## config.mk

```make
export PLATFORM = sky130hd
export DESIGN_NAME = bfp_queue
export DESIGN_NICKNAME = d
export VERILOG_FILES = /design/src/design/bfp_pkg.sv /design/src/design/bfp_queue.sv
export SDC_FILE = /design/constraint.sdc
export NUM_CORES = 1
export LEC_CHECK = 0
export ABC_AREA = 1
export BUFFER_PORTS_ARGS = -buffer_cell sky130_fd_sc_hd__buf_2
export CAP_MARGIN = 10
export CORE_ASPECT_RATIO = 0.7
export CORE_MARGIN = 8
export CORE_UTILIZATION = 45
export CTS_CLUSTER_DIAMETER = 80
export DETAILED_ROUTE_END_ITERATION = 10
export PLACE_DENSITY = 0.75
export SLEW_MARGIN = 20
export SYNTH_ARGS = -nofsm -noshare
export SYNTH_HDL_FRONTEND = slang
export SYNTH_SLANG_ARGS = --single-unit
export TNS_END_PERCENT = 20
```

## constraint.sdc

```tcl
create_clock -name clk -period 2.83 [get_ports clk]
set_input_delay 0.1415 -clock clk [delete_from_list [all_inputs] [get_ports clk]]
set_output_delay 0.1415 -clock clk [all_outputs]
set_load 0.01 [all_outputs]
```

## src/design/bfp_pkg.sv

```systemverilog
`timescale 1ns / 1ps

package bfp_pkg;

  localparam int MAX_BITS_DEF = 65536;
  localparam int HASH_W       = 32;
  localparam int BC_W         = 17;
  localparam int PC_W         = 5;
  localparam int CFG_IDX_W    = 8;
  localparam int CFG_DATA_W   = 32;

  localparam logic [BC_W-1:0] BC_RESET    = 17'd65536;
  localparam logic [PC_W-1:0] PC_RESET    = 5'd7;
  localparam logic [PC_W-1:0] PROBE_MIN   = 5'd1;
  localparam logic [PC_W-1:0] PROBE_LIMIT = 5'd30;

  localparam logic [CFG_IDX_W-1:0] REG_BIT_COUNT   = 8'd0;
  localparam logic [CFG_IDX_W-1:0] REG_PROBE_COUNT = 8'd1;

  localparam logic KIND_ADD   = 1'b0;
  localparam logic KIND_QUERY = 1'b1;

  typedef struct packed {
    logic full;
    logic empty;
  } q_status_t;

endpackage

```

## src/design/bfp_queue.sv

```systemverilog
`timescale 1ns / 1ps

module bfp_queue #(
  parameter int JW = 33
) (
  input  logic               clk,
  input  logic               rst,
  input  logic               push,
  input  logic [JW-1:0]      din,
  input  logic               pop,
  output logic [JW-1:0]      dout,
  output bfp_pkg::q_status_t qst
);
  import bfp_pkg::*;

  logic [JW-1:0] slots [2];
  logic          wptr;
  logic          rptr;
  logic [1:0]    count;

  assign dout      = slots[rptr];
  assign qst.full  = (count == 2'd2);
  assign qst.empty = (count == 2'd0);

  always_ff @(posedge clk) begin
    if (push) begin
      slots[wptr] <= din;
    end
  end

  always_ff @(posedge clk) begin
    if (rst) begin
      wptr  <= 1'b0;
      rptr  <= 1'b0;
      count <= 2'd0;
    end else begin
      if (push) begin
        wptr <= ~wptr;
      end
      if (pop) begin
        rptr <= ~rptr;
      end
      case ({push, pop})
        2'b10:   count <= count + 2'd1;
        2'b01:   count <= count - 2'd1;
        default: count <= count;
      endcase
    end
  end

endmodule

```

After elaboration in Yosys (flattened, before gate mapping)
Memories as Yosys holds them, arrays and structs flattened. A register that Yosys moved wholly into a read port is not among the register bits.
Cells that the tools add are included.
{ "totals": {"regBits": 4, "mem_bits_rw": 66, "inputBits": 37, "out_inout_bits": 35, "wordCells": 18, "memories": 1} }
{ "mem_list": {"columns": ["memory", "depth", "word_bits", "read_ports", "rd_clocked_by_memory_dff", "wr", "line_no", "text"], "rows": [
  ["slots", 2, 33, 1, 1, 1, "bfp_queue.sv:16", "logic [JW-1:0] slots [2];"]
]} }
{ "classes": {"addsub": 2, "eq_ne": 3, "n_mux": 5, "n_bitwise": 2, "n_reduce_logical": 2} }
{ "op_table": {"columns": ["cell", "count"], "rows": [
  ["$eq 2x2->1 const B", 2],
  ["$mux 1", 4],
  ["$pmux 2 s2", 1],
  ["$add 2x1->2 const B", 1],
  ["$eq 2x1->1 const B", 1],
  ["$logic_not 2->1", 1],
  ["$not 1->1", 2],
  ["$reduce_bool 2->1", 1],
  ["$sub 2x1->2 const B", 1]
]} }

Logic depth before layout (Yosys ltp)
{ "logic_depth": {"ltp_word": 3, "mapped_depth": 7, "depth_no_buf": 7} }

Least setup slack after synthesis
No wires, ideal clock.
{ "synth_timing": {"path_kind": "register to register", "start": "register wptr", "end": "memory slots[0][0] (enable)", "setup_ps": 424, "arrival_ps": 1718, "t_required_ps": 2406, "path_slack_ps": 688, "path_stages_with_launch": 2, "path_buffers": 0, "synth_period_minus_slack_ps": 2142, "cell_sequence": "dfxtp_1 -> nor2_1"} }
{ "synth_lines": {"columns": ["element", "line_no", "text"], "rows": [
  ["start: declaration", "bfp_queue.sv:17", "logic wptr;"],
  ["start signal: assignment", "bfp_queue.sv:38", "wptr <= ~wptr;"],
  ["end: declaration", "bfp_queue.sv:16", null]
]} }
Straight into the memory's write port.

==> flow_metrics.tcl <==
set metrics [dict create \
    status "complete, no violations" \
    syn_nets 174 \
    htree_levels 3 \
    clk_latency_ps 330 \
    hold_end "slots[0][28]" \
    ant_nets 0 \
    grt_pass1_vias 1598 \
    remaining_drc_errors 0 \
    fin_crit_ps 1575 \
    critPathKind "reg -> out" \
    rrSetupSlack_ps 1340 \
    vias_per_cell 4.564 \
    numCtsBuffers 9 \
    final.period_utilization_pct 55.64 \
    place.gp.congestion 0.6876 \
    reg2reg_depth 1 \
    cts_setup_buffers 0 \
    final_common_cell "buf_2" \
    nets 285 \
    die_w_um 109.7 \
    cts_tree "yes" \
    critical_path_arrival_ps 1430 \
    leakagePower_uw 0.001513 \
    max-vdd-ir-drop_mv 0.3710 \
    start_util_pct 45.54 \
    critPathMaxFanout 33 \
    layout.cells.non_filler 330 \
    syn_inst 136 \
    finalWirelength_um 4920 \
    clock_sinks 71 \
    worstReg2RegEnd "slots[0][30]" \
    std_cell_rows 24 \
    critical_path_required_ps 2690 \
    drv_cap 0 \
    fp.dieArea_sq_um 8943 \
    slowest_stage "mux2_2" \
    antenna_found_initial 0 \
    io_buffers 71 \
    pre_cts_ws_ps 1313 \
    wl_per_cell_um 14.91 \
    drive_gt1_share_pct 48.81 \
    ys_ff_latch 71 \
    placeableCoreArea_sq_um 6066 \
    drtPass1Iterations 4 \
    slew_viol_final 0 \
    fillCellCount 460 \
    clock_path_buffers 2 \
    hold_path.class "in -> reg" \
    cp_slowest_stage_delay_ps 370 \
    syn_area_per_cell_sq_um 20.31 \
    synth.distinct_cells 15 \
    dieHeight_um 81.56 \
    setup_violations 0 \
    slew_headroom_pct 36.23 \
    grt_usage_pct 11.33 \
    crit_buf_inv 2 \
    final_cell_mix "buf_2, edfxtp_1, dlygate4sd3_1, mux2_4" \
    placed_cells 283 \
    reg2reg_from "wptr" \
    grt_max_degree 34 \
    clkTransAtPathRegs_ps 70 \
    crit_family "buffers and inverters" \
    hold_depth 1 \
    power.density_nw_per_um2 640.9 \
    netlist_area_sq_um 2763 \
    startpoint_type "register" \
    drt_iter0_drc 44 \
    ioPinCount 72 \
    yosys_warnings 0 \
    grt_pass1_wl_um 7590 \
    vias 1506 \
    worst_pin_slew_ps 954.2 \
    fmax_mhz 635.1 \
    finalHoldViolCount 0 \
    min_from "din[28]" \
    rsz0062_at_grt "false" \
    grt_overflow 0 \
    cp_num_cells 3 \
    area_growth_pct 34.01 \
    dp_hpwl_um 3128 \
    tns_ps 0 \
    fin_skew_ps 5.491 \
    endpoint_kind "primary output" \
    path_cells "buf_12 -> mux2_2 -> buf_2" \
    ys_seq_area_share_pct 75.36 \
    cts_root_buf "clkbuf_8" \
    layout_setup_ws_ps 1255 \
    n_antenna_cell 0 \
]
how the worst max path moves through the flow:
stage / endpoint / startpoint / slack [ps]
2_1_floorplan: slots[0][0] / wptr / 690
3_3_place_gp: slots[0][14] / wptr / 1350
5_1_grt: dout[27] / register / 1190
6_report: dout[27] / register / 1260
4_1_cts: dout[27] / register / 1220
3_5_place_dp: slots[0][16] / wptr / 1310
registers in the layout, indices dropped and copies added, names as in the netlist, named ones only:
| signal | flops |
|---|---|
| slots | 66 |
| count | 2 |
| rptr | 1 |
| wptr | 1 |
per-layer routing:
metal  track usage (%)  part of all wire (%)
met1             13.26                    44
met2             18.25                    46
met3             5.016                   8.7
met4             4.161                   1.2
met5                 0                     0
per-stage QoR:
step,utilization (%),power (uW),hold WS (ps),area (sq um)
5_1_grt,61.04,2471,3.288,3702
6_report,61.04,2373,21.67,3702
2_1_floorplan,-,1440,213.9,2763
3_3_place_gp,52.43,1530,330.4,3181
4_1_cts,61.04,2403,0.9148,3702
3_5_place_dp,52.43,1536,333.5,3181
synth_stat cells:
master     n  area [sq um]
buf_6      1         11.26
mux2_4    30         450.4
dfxtp_1    5         100.1
xnor2_1    1         8.760
inv_1      7         26.28
nand2_1    5         18.77
o21ai_0    1         5.000
buf_12     3         60.06
edfxtp_1  66          1982
ha_1       1         12.51
mux2_2     3         33.78
a21oi_1    1         5.000
nand4_1    1         6.260
nor3_1     1         5.000
nor2_1    10         37.54
area by class of cell:
cell class	count	area [sq um]	area share, %
clock buffer	9	123.9	3.346
clock inverter	7	87.58	2.366
inverter	7	26.28	0.7097
multi-input combinational	54	590.6	15.95
sequential	71	2083	56.27
tap	78	97.59	2.636
timing repair buffer	104	693.2	18.72
power by group:
part | total, uW | internal (uW) | switching [uW]
combinational | 311 | 171 | 141
clock | 831 | 490 | 342
sequential | 1230 | 1210 | 18.5
cell families (layout without fill, tap and decap cells):
group                      count (synthesis)  count (layout)  synth area share, %
AOI/OAI and AO/OA                          2               2               0.3620
muxes                                     33              33                17.53
xor gates and xnor gates                   1               1               0.3171
adders and majority gates                  1               1               0.4528
DFF                                       71              71                75.36
buffers and inverters                     11             127                3.533
and+or+nand+nor                           17              17                2.446
repair_timing:
action                     4_1_cts  5_1_grt
setup endpoints to repair        0        0
hold endpoints to repair        61        0
gates resized for setup          0        0
hold buffers                    31        0
Power figures use the tool's default switching activity.
