===== src/design/bfp_pkg.sv =====
`timescale 1ns / 1ps

package bfp_pkg;

  localparam int MAX_BITS_DEF = 65536;
  localparam int HASH_W       = 32;
  localparam int BC_W         = 17;
  localparam int PC_W         = 5;
  localparam int CFG_IDX_W    = 8;
  localparam int CFG_DATA_W   = 32;

  localparam logic [BC_W-1:0] BC_RESET    = 17'd65536;
  localparam logic [PC_W-1:0] PC_RESET    = 5'd7;
  localparam logic [PC_W-1:0] PROBE_MIN   = 5'd1;
  localparam logic [PC_W-1:0] PROBE_LIMIT = 5'd30;

  localparam logic [CFG_IDX_W-1:0] REG_BIT_COUNT   = 8'd0;
  localparam logic [CFG_IDX_W-1:0] REG_PROBE_COUNT = 8'd1;

  localparam logic KIND_ADD   = 1'b0;
  localparam logic KIND_QUERY = 1'b1;

  typedef struct packed {
    logic full;
    logic empty;
  } q_status_t;

endpackage


===== src/design/bfp_front.sv =====
`timescale 1ns / 1ps

module bfp_front #(
  parameter int MAX_BITS = bfp_pkg::MAX_BITS_DEF,
  parameter int MW       = $clog2(MAX_BITS + 1),
  parameter int PW       = $clog2(MAX_BITS),
  parameter int JW       = 1 + 2 * PW
) (
  input  logic                      clk,
  input  logic                      rst,
  input  logic                      start,
  input  logic                      kind,
  input  logic [bfp_pkg::HASH_W-1:0] hash_a,
  input  logic [bfp_pkg::HASH_W-1:0] hash_b,
  input  logic [MW-1:0]             m,
  input  logic                      clear_busy,
  input  bfp_pkg::q_status_t        qst,
  output logic                      busy,
  output logic                      push,
  output logic [JW-1:0]             job
);
  import bfp_pkg::*;

  localparam int RW = MW + 1;
  localparam int CW = $clog2(HASH_W);
  localparam logic [CW-1:0] CNT_LAST = CW'(HASH_W - 1);

  localparam logic [1:0] F_IDLE = 2'd0;
  localparam logic [1:0] F_RUN  = 2'd1;
  localparam logic [1:0] F_PUSH = 2'd2;

  logic [1:0]        state;
  logic [CW-1:0]     cnt;
  logic              kind_r;
  logic [HASH_W-1:0] a_sh;
  logic [HASH_W-1:0] b_sh;
  logic [RW-1:0]     ra;
  logic [RW-1:0]     rb;
  logic [RW-1:0]     ra_sh;
  logic [RW-1:0]     rb_sh;
  logic [RW-1:0]     ra_next;
  logic [RW-1:0]     rb_next;
  logic [RW-1:0]     m_ext;
  logic              accept;

  assign busy   = (state != F_IDLE) || clear_busy;
  assign accept = start && !busy;
  assign push   = (state == F_PUSH) && !qst.full;
  assign job    = {kind_r, ra[PW-1:0], rb[PW-1:0]};

  // one restoring remainder step per cycle on both hashes
  always_comb begin
    m_ext   = RW'(m);
    ra_sh   = {ra[RW-2:0], a_sh[HASH_W-1]};
    rb_sh   = {rb[RW-2:0], b_sh[HASH_W-1]};
    ra_next = (ra_sh >= m_ext) ? (ra_sh - m_ext) : ra_sh;
    rb_next = (rb_sh >= m_ext) ? (rb_sh - m_ext) : rb_sh;
  end

  always_ff @(posedge clk) begin
    if (rst) begin
      state <= F_IDLE;
      cnt   <= '0;
    end else begin
      case (state)
        F_IDLE: begin
          if (accept) begin
            kind_r <= kind;
            a_sh   <= hash_a;
            b_sh   <= hash_b | HASH_W'(1);
            ra     <= '0;
            rb     <= '0;
            cnt    <= '0;
            state  <= F_RUN;
          end
        end
        F_RUN: begin
          a_sh <= a_sh << 1;
          b_sh <= b_sh << 1;
          ra   <= ra_next;
          rb   <= rb_next;
          cnt  <= cnt + CW'(1);
          if (cnt == CNT_LAST) begin
            state <= F_PUSH;
          end
        end
        F_PUSH: begin
          if (!qst.full) begin
            state <= F_IDLE;
          end
        end
        default: state <= F_IDLE;
      endcase
    end
  end

endmodule


===== config.mk =====
export PLATFORM = sky130hd
export DESIGN_NAME = bfp_front
export DESIGN_NICKNAME = d
export VERILOG_FILES = /design/src/design/bfp_pkg.sv /design/src/design/bfp_front.sv
export SDC_FILE = /design/constraint.sdc
export NUM_CORES = 1
export LEC_CHECK = 0
export BUFFER_PORTS_ARGS = -buffer_cell sky130_fd_sc_hd__buf_2
export CORE_MARGIN = 3
export CORE_UTILIZATION = 45
export CTS_BUF_LIST = sky130_fd_sc_hd__clkbuf_2 sky130_fd_sc_hd__clkbuf_4 sky130_fd_sc_hd__clkbuf_8
export CTS_CLUSTER_SIZE = 8
export DETAILED_ROUTE_END_ITERATION = 8
export GPL_TIMING_DRIVEN = 0
export PLACE_DENSITY = 0.69
export SYNTH_ARGS = -nofsm -noshare
export SYNTH_HDL_FRONTEND = slang
export SYNTH_SLANG_ARGS = --single-unit

===== constraint.sdc =====
create_clock -name clk -period 5.6 [get_ports clk]
set_input_delay 1.12 -clock clk [delete_from_list [all_inputs] [get_ports clk]]
set_output_delay 1.12 -clock clk [all_outputs]
set_load 0.02 [all_outputs]

# --- After elaboration in Yosys (flattened, before gate mapping) ---
# Cells that the tools add are included.
word_totals:
  reg_bits: 106
  latch_bits: 0
  ram_bits: 0
  mem_bits_ro: 0
  output_inout_bits: 35
  memories: 0
classes:
  n_addsub: 3
  mul: 0
  div: 0
  n_lt_le_gt_ge: 2
  n_eq_ne: 6
  shift: 0
  muxes: 15
  bitwise: 1
  reduce_logical: 12
ops:
  columns: ["cell", "count"]
  rows:
  - ["32-bit one-hot mux with 2 select lines", 2]
  - ["17-bit one-hot mux with 2 select lines", 2]
  - ["32-bit two-way mux", 2]
  - ["17-bit two-way mux", 3]
  - ["18-bit by 17-bit >= comparator with 1-bit output", 2]
  - ["17-bit subtractor", 2]
  - ["5-bit one-hot mux with 2 select lines", 1]
  - ["3-bit AND reduction", 3]
  - ["2-bit two-way mux", 3]
  - ["2-bit inequality test, second input constant", 3]
  - ["2-bit one-hot mux with 3 select lines", 1]
  - ["5-bit by 1-bit adder with 5-bit output, second input constant", 1]
  - ["5-bit equality test, second input constant", 1]
  - ["5-bit two-way mux", 1]
  - ["2-bit nonzero test", 2]
  - ["2-bit by 1-bit equality test with 1-bit output, second input constant", 1]
  - ["2-bit equality test, second input constant", 1]
  - ["1-bit logical AND", 2]
  - ["1-bit logical NOT", 2]
  - ["2-bit logical NOT", 1]
  - ["2-bit AND reduction", 1]
  - ["1-bit logical OR", 1]
  - ["1-bit inverter", 1]

# --- Logic depth before layout (Yosys ltp) ---
depth:
  word_depth: 6
  depth_mapped: 12

# --- Worst setup path before layout ---
# OpenSTA, ideal clock, no wires.
synth_path:
  path_kind: "input to register"
  startpoint: "input port start"
  endpoint: "register a_sh[0] (enable)"
  setup_time_ps: 556
  arrival_time_ps: 5460
  slack_ps: -416
  path_stages: 3
  path_buffers: 0
  path_cell_list: "nor2b_1 -> o21bai_1 -> nor2_1"
synth_via:
  elab_chain_len: 3
synth_lines:
  columns: ["element", "line", "rtl"]
  rows:
  - ["start: declaration", "bfp_front.sv:11", "input logic start,"]
  - ["1-bit logical AND", "bfp_front.sv:47", "assign accept = start && !busy;"]
  - ["2-bit inequality test (no line)", null, null]
  - ["3-bit AND reduction (no line)", null, null]
  - ["end signal: assignment", "bfp_front.sv:69", "a_sh <= hash_a;"]
  - ["end signal: assignment", "bfp_front.sv:78", "a_sh <= a_sh << 1;"]
  - ["end: declaration", "bfp_front.sv:35", "logic [HASH_W-1:0] a_sh;"]
# Every way passes these cells.
# A chain may end at the register's enable or synchronous reset.

# --- Final worst setup path ---
layout_path:
  startpoint: "input port m[0]"
  endpoint: "register ra[12], data pin"
layout_via:
  elab_chain_len: 3
  word_cells_on_any_way: 4
  cone_classes: "1 x add/sub; 1 x order compare; 2 x mux"
layout_lines:
  columns: ["element", "line", "rtl"]
  rows:
  - ["start: declaration", "bfp_front.sv:15", "input logic [MW-1:0] m,"]
  - ["17-bit subtractor or 18-bit by 17-bit >= comparator with 1-bit output (tied branches)", "bfp_front.sv:56", "ra_next = (ra_sh >= m_ext) ? (ra_sh - m_ext) : ra_sh;"]
  - ["17-bit two-way mux *", "bfp_front.sv:56", null]
  - ["17-bit one-hot mux with 2 select lines *", "bfp_front.sv:65", "case (state)"]
  - ["end signal: assignment", "bfp_front.sv:80", "ra <= ra_next;"]
  - ["end: declaration", "bfp_front.sv:37", "logic [RW-1:0] ra;"]
# Mark *: on every way between the ends. The rest lies on a longest branch, timed or not.

==> flow_summary.toml <==
[run_status]
run_status = "finished clean"

[clock_tree]
h-tree-depth = 3
clk_pin_slew_ns = 0.10
post_cts_resized = 0
clock_path_buffers = 2
cts_sinks = 106
cts_setup_buffers = 0
cts_buffers = 9
ctsHoldBuffers = 0
clk_latency_ns = 0.38
cts_tree = "done"
root_buffer = "clkbuf_8"

[drt]
num_vias = 5687
viasPerCell = 5.305
wl_per_cell_um = 15.29
drtIter0Drc = 380
antenna_left = 0
drt_pass1_iterations = 5
wl_um = 16400
remaining_drc_errors = 0

[global_route]
track_usage_pct = 20.42
antenna_found_initial = 3
grt_max_degree = 32
grt_pass1_vias = 5318
grt_pass1_wl_um = 26970
overflow = 0

[synth]
synth_ff_type = "edfxtp_1"
synth_top_area_share_pct = 43.52
synth.distinct_cells = 64
syn_nets = 875
yosysWarnings = 0
synth_top_area_cell = "edfxtp_1"
synth-seq-cells = 106
ys_seq_area_share_pct = 45.58
async_flop_share_pct = 0
yosys-top-cells-area = "edfxtp_1 (44%), nand2_1 (12%), ha_1 (6.6%)"
yosysMostFrequentCell = "nand2_1"
syn-cell-area_um2 = 6830
synth-edff-count = 99
yosys-top-cells-count = "nand2_1 (220), edfxtp_1 (99), a21oi_1 (52)"
synth.avg_cell_area_um2 = 9.119
synthCells = 749

[min_path]
min_path_type = "register to register"
min-delay-start = "a_sh[8]"
worstHoldPathCells = 2
hold_path_end = "a_sh[9]"

[floorplanning]
start_util_pct = 46.47
rows = 44
design.core.area_um2 = 14700
die_x_um = 129.2
die_h_um = 129.2
dieArea_um2 = 16690
io_pins = 123

[place]
dpl.hpwl_um = 12180
buffer_ports.inserted = 119
gp_congestion = 0.9229

[pwr]
peakVddDrop_mv = 0.1282
leakagePower_nw = 3.465
powerDensity_nw_per_um2 = 233.6

[cells_and_area]
regArea_um2 = 3113
fin_nets = 1008
area_growth_pct = 15.66
fill_cells = 1422
drive_above_1_share_pct = 21.87
multiInputGateArea_um2 = 3223

[job]
maxCapViolations = 0

[timing]
fmax_mhz = 299.8
rsz0062_at_grt = "no"
setup_viol = 0
fin_crit_sh_pct = 59.56
fin_worst_skew_ns = 0.01314
slew_headroom_pct = 46.92
fin_tns_setup_ns = 0
worstMarginPinSlew_ns = 0.7908
hold_viol = 0
drv_slew = 0
post-route-min-period_ns = 3.336
fin_hold_ws_ns = 0.5093

[worst_setup_path]
crit_type = "input port to register"
end_kind = "register"
worst-endpoint-arrival_ns = 3.45
cp-start-kind = "input port"
rrSetupSlack_ns = 2.72
reg2reg_depth = 12
reg2reg_to = "ra[12]"
required_ns = 5.71
path_max_fanout = 10
r2r_start = "a_sh[31]"
[cell type report]
type / count / share of cell area, %
Multi-Input combinational cell: 552 / 40.80
Antenna cell: 1 / 0.03168
Clock buffer: 10 / 1.663
Clock inverter: 6 / 0.5385
Timing Repair Buffer: 122 / 8.299
Inverter: 23 / 1.093
Sequential cell: 106 / 39.40
Buffer: 68 / 5.258
Tap cell: 184 / 2.914
[worst max-delay path by stage]
stage                from       to  slack (ns)  cells past startpoint
3_5_place_dp         m[0]   ra[12]        1.90                     12
2_1_floorplan       start  a_sh[0]        1.23                      3
6_report             m[0]   ra[12]        2.26                     12
3_3_place_gp   clear_busy    rb[8]       -0.13                      4
5_1_grt              m[0]   ra[10]        2.18                     12
4_1_cts              m[0]   ra[12]        2.32                     12
[per-stage QoR]
| stage | utilization (%) | instance area (µm²) | setup WS (ns) | power (mW) | instances |
|---|---|---|---|---|---|
| 6_report | 53.75 | 7900 | 2.264 | 1.845 | 1072 |
| 5_1_grt | 53.75 | 7900 | 2.184 | 1.954 | 1072 |
| 4_1_cts | 53.73 | 7898 | 2.320 | 1.859 | 1071 |
| 3_5_place_dp | 52.55 | 7724 | 1.897 | 1.414 | 1055 |
| 3_3_place_gp | 52.10 | 7659 | -0.1327 | 1.406 | 1052 |
| 2_1_floorplan | - | 6833 | 1.231 | 1.285 | 749 |
[power by group]
part / internal [mW] / switching [mW]
Sequential: 0.922 / 0.0199
Clock: 0.168 / 0.278
Combinational: 0.186 / 0.272
[cell usage in the layout, fill, tap and decap left out, types with 9 or more instances in the layout]
master    count
nand4_1      13
buf_2       124
nor2_1       27
buf_4        34
clkbuf_1     24
nand3_1      16
ha_1         36
o21a_1       10
o21ai_0      27
nor3_1       13
clkbuf_8      9
inv_1        22
edfxtp_1     99
xnor2_1      14
a21o_1       12
nand2_1     220
a21oi_1      52
[critical path: stages]
cell and delay, ns:
buf_2 0.14, ha_1 0.18, inv_1 0.05, fa_1 0.40, a21o_1 0.24, a221oi_4 0.35, o21ai_2 0.13, o21a_1 0.21
buf_6 0.15, buf_8 0.14, o21ai_0 0.23, a21oi_1 0.12
[layer usage]
metal / routed length (µm) / global-route usage [%] / part of all wire, % / up-vias
li1: - / - / - / 2895
met1: 7908 / 30.00 / 48 / 2585
met2: 7073 / 30.06 / 43 / 177
met3: 1039 / 4.122 / 6.3 / 26
met4: 352 / 7.227 / 2.1 / 4
met5: 22 / 0 / 0.13 / -
[flip-flops by register name, indices dropped and copies added, names as in the netlist]
register,flops
ra,17
kind_r,1
state,2
a_sh,32
b_sh,32
rb,17
cnt,5
[kinds of logic after synthesis]
group           Yosys count  share of synthesized area (%)
mux                       8                          1.191
fa+ha+maj                38                          7.181
buf+inv                  91                          7.346
flops                   106                          45.58
xor+xnor                 20                          2.565
simple gates            327                          20.66
compound gates          159                          15.48
No activity file was read; power rests on OpenSTA's default activity.
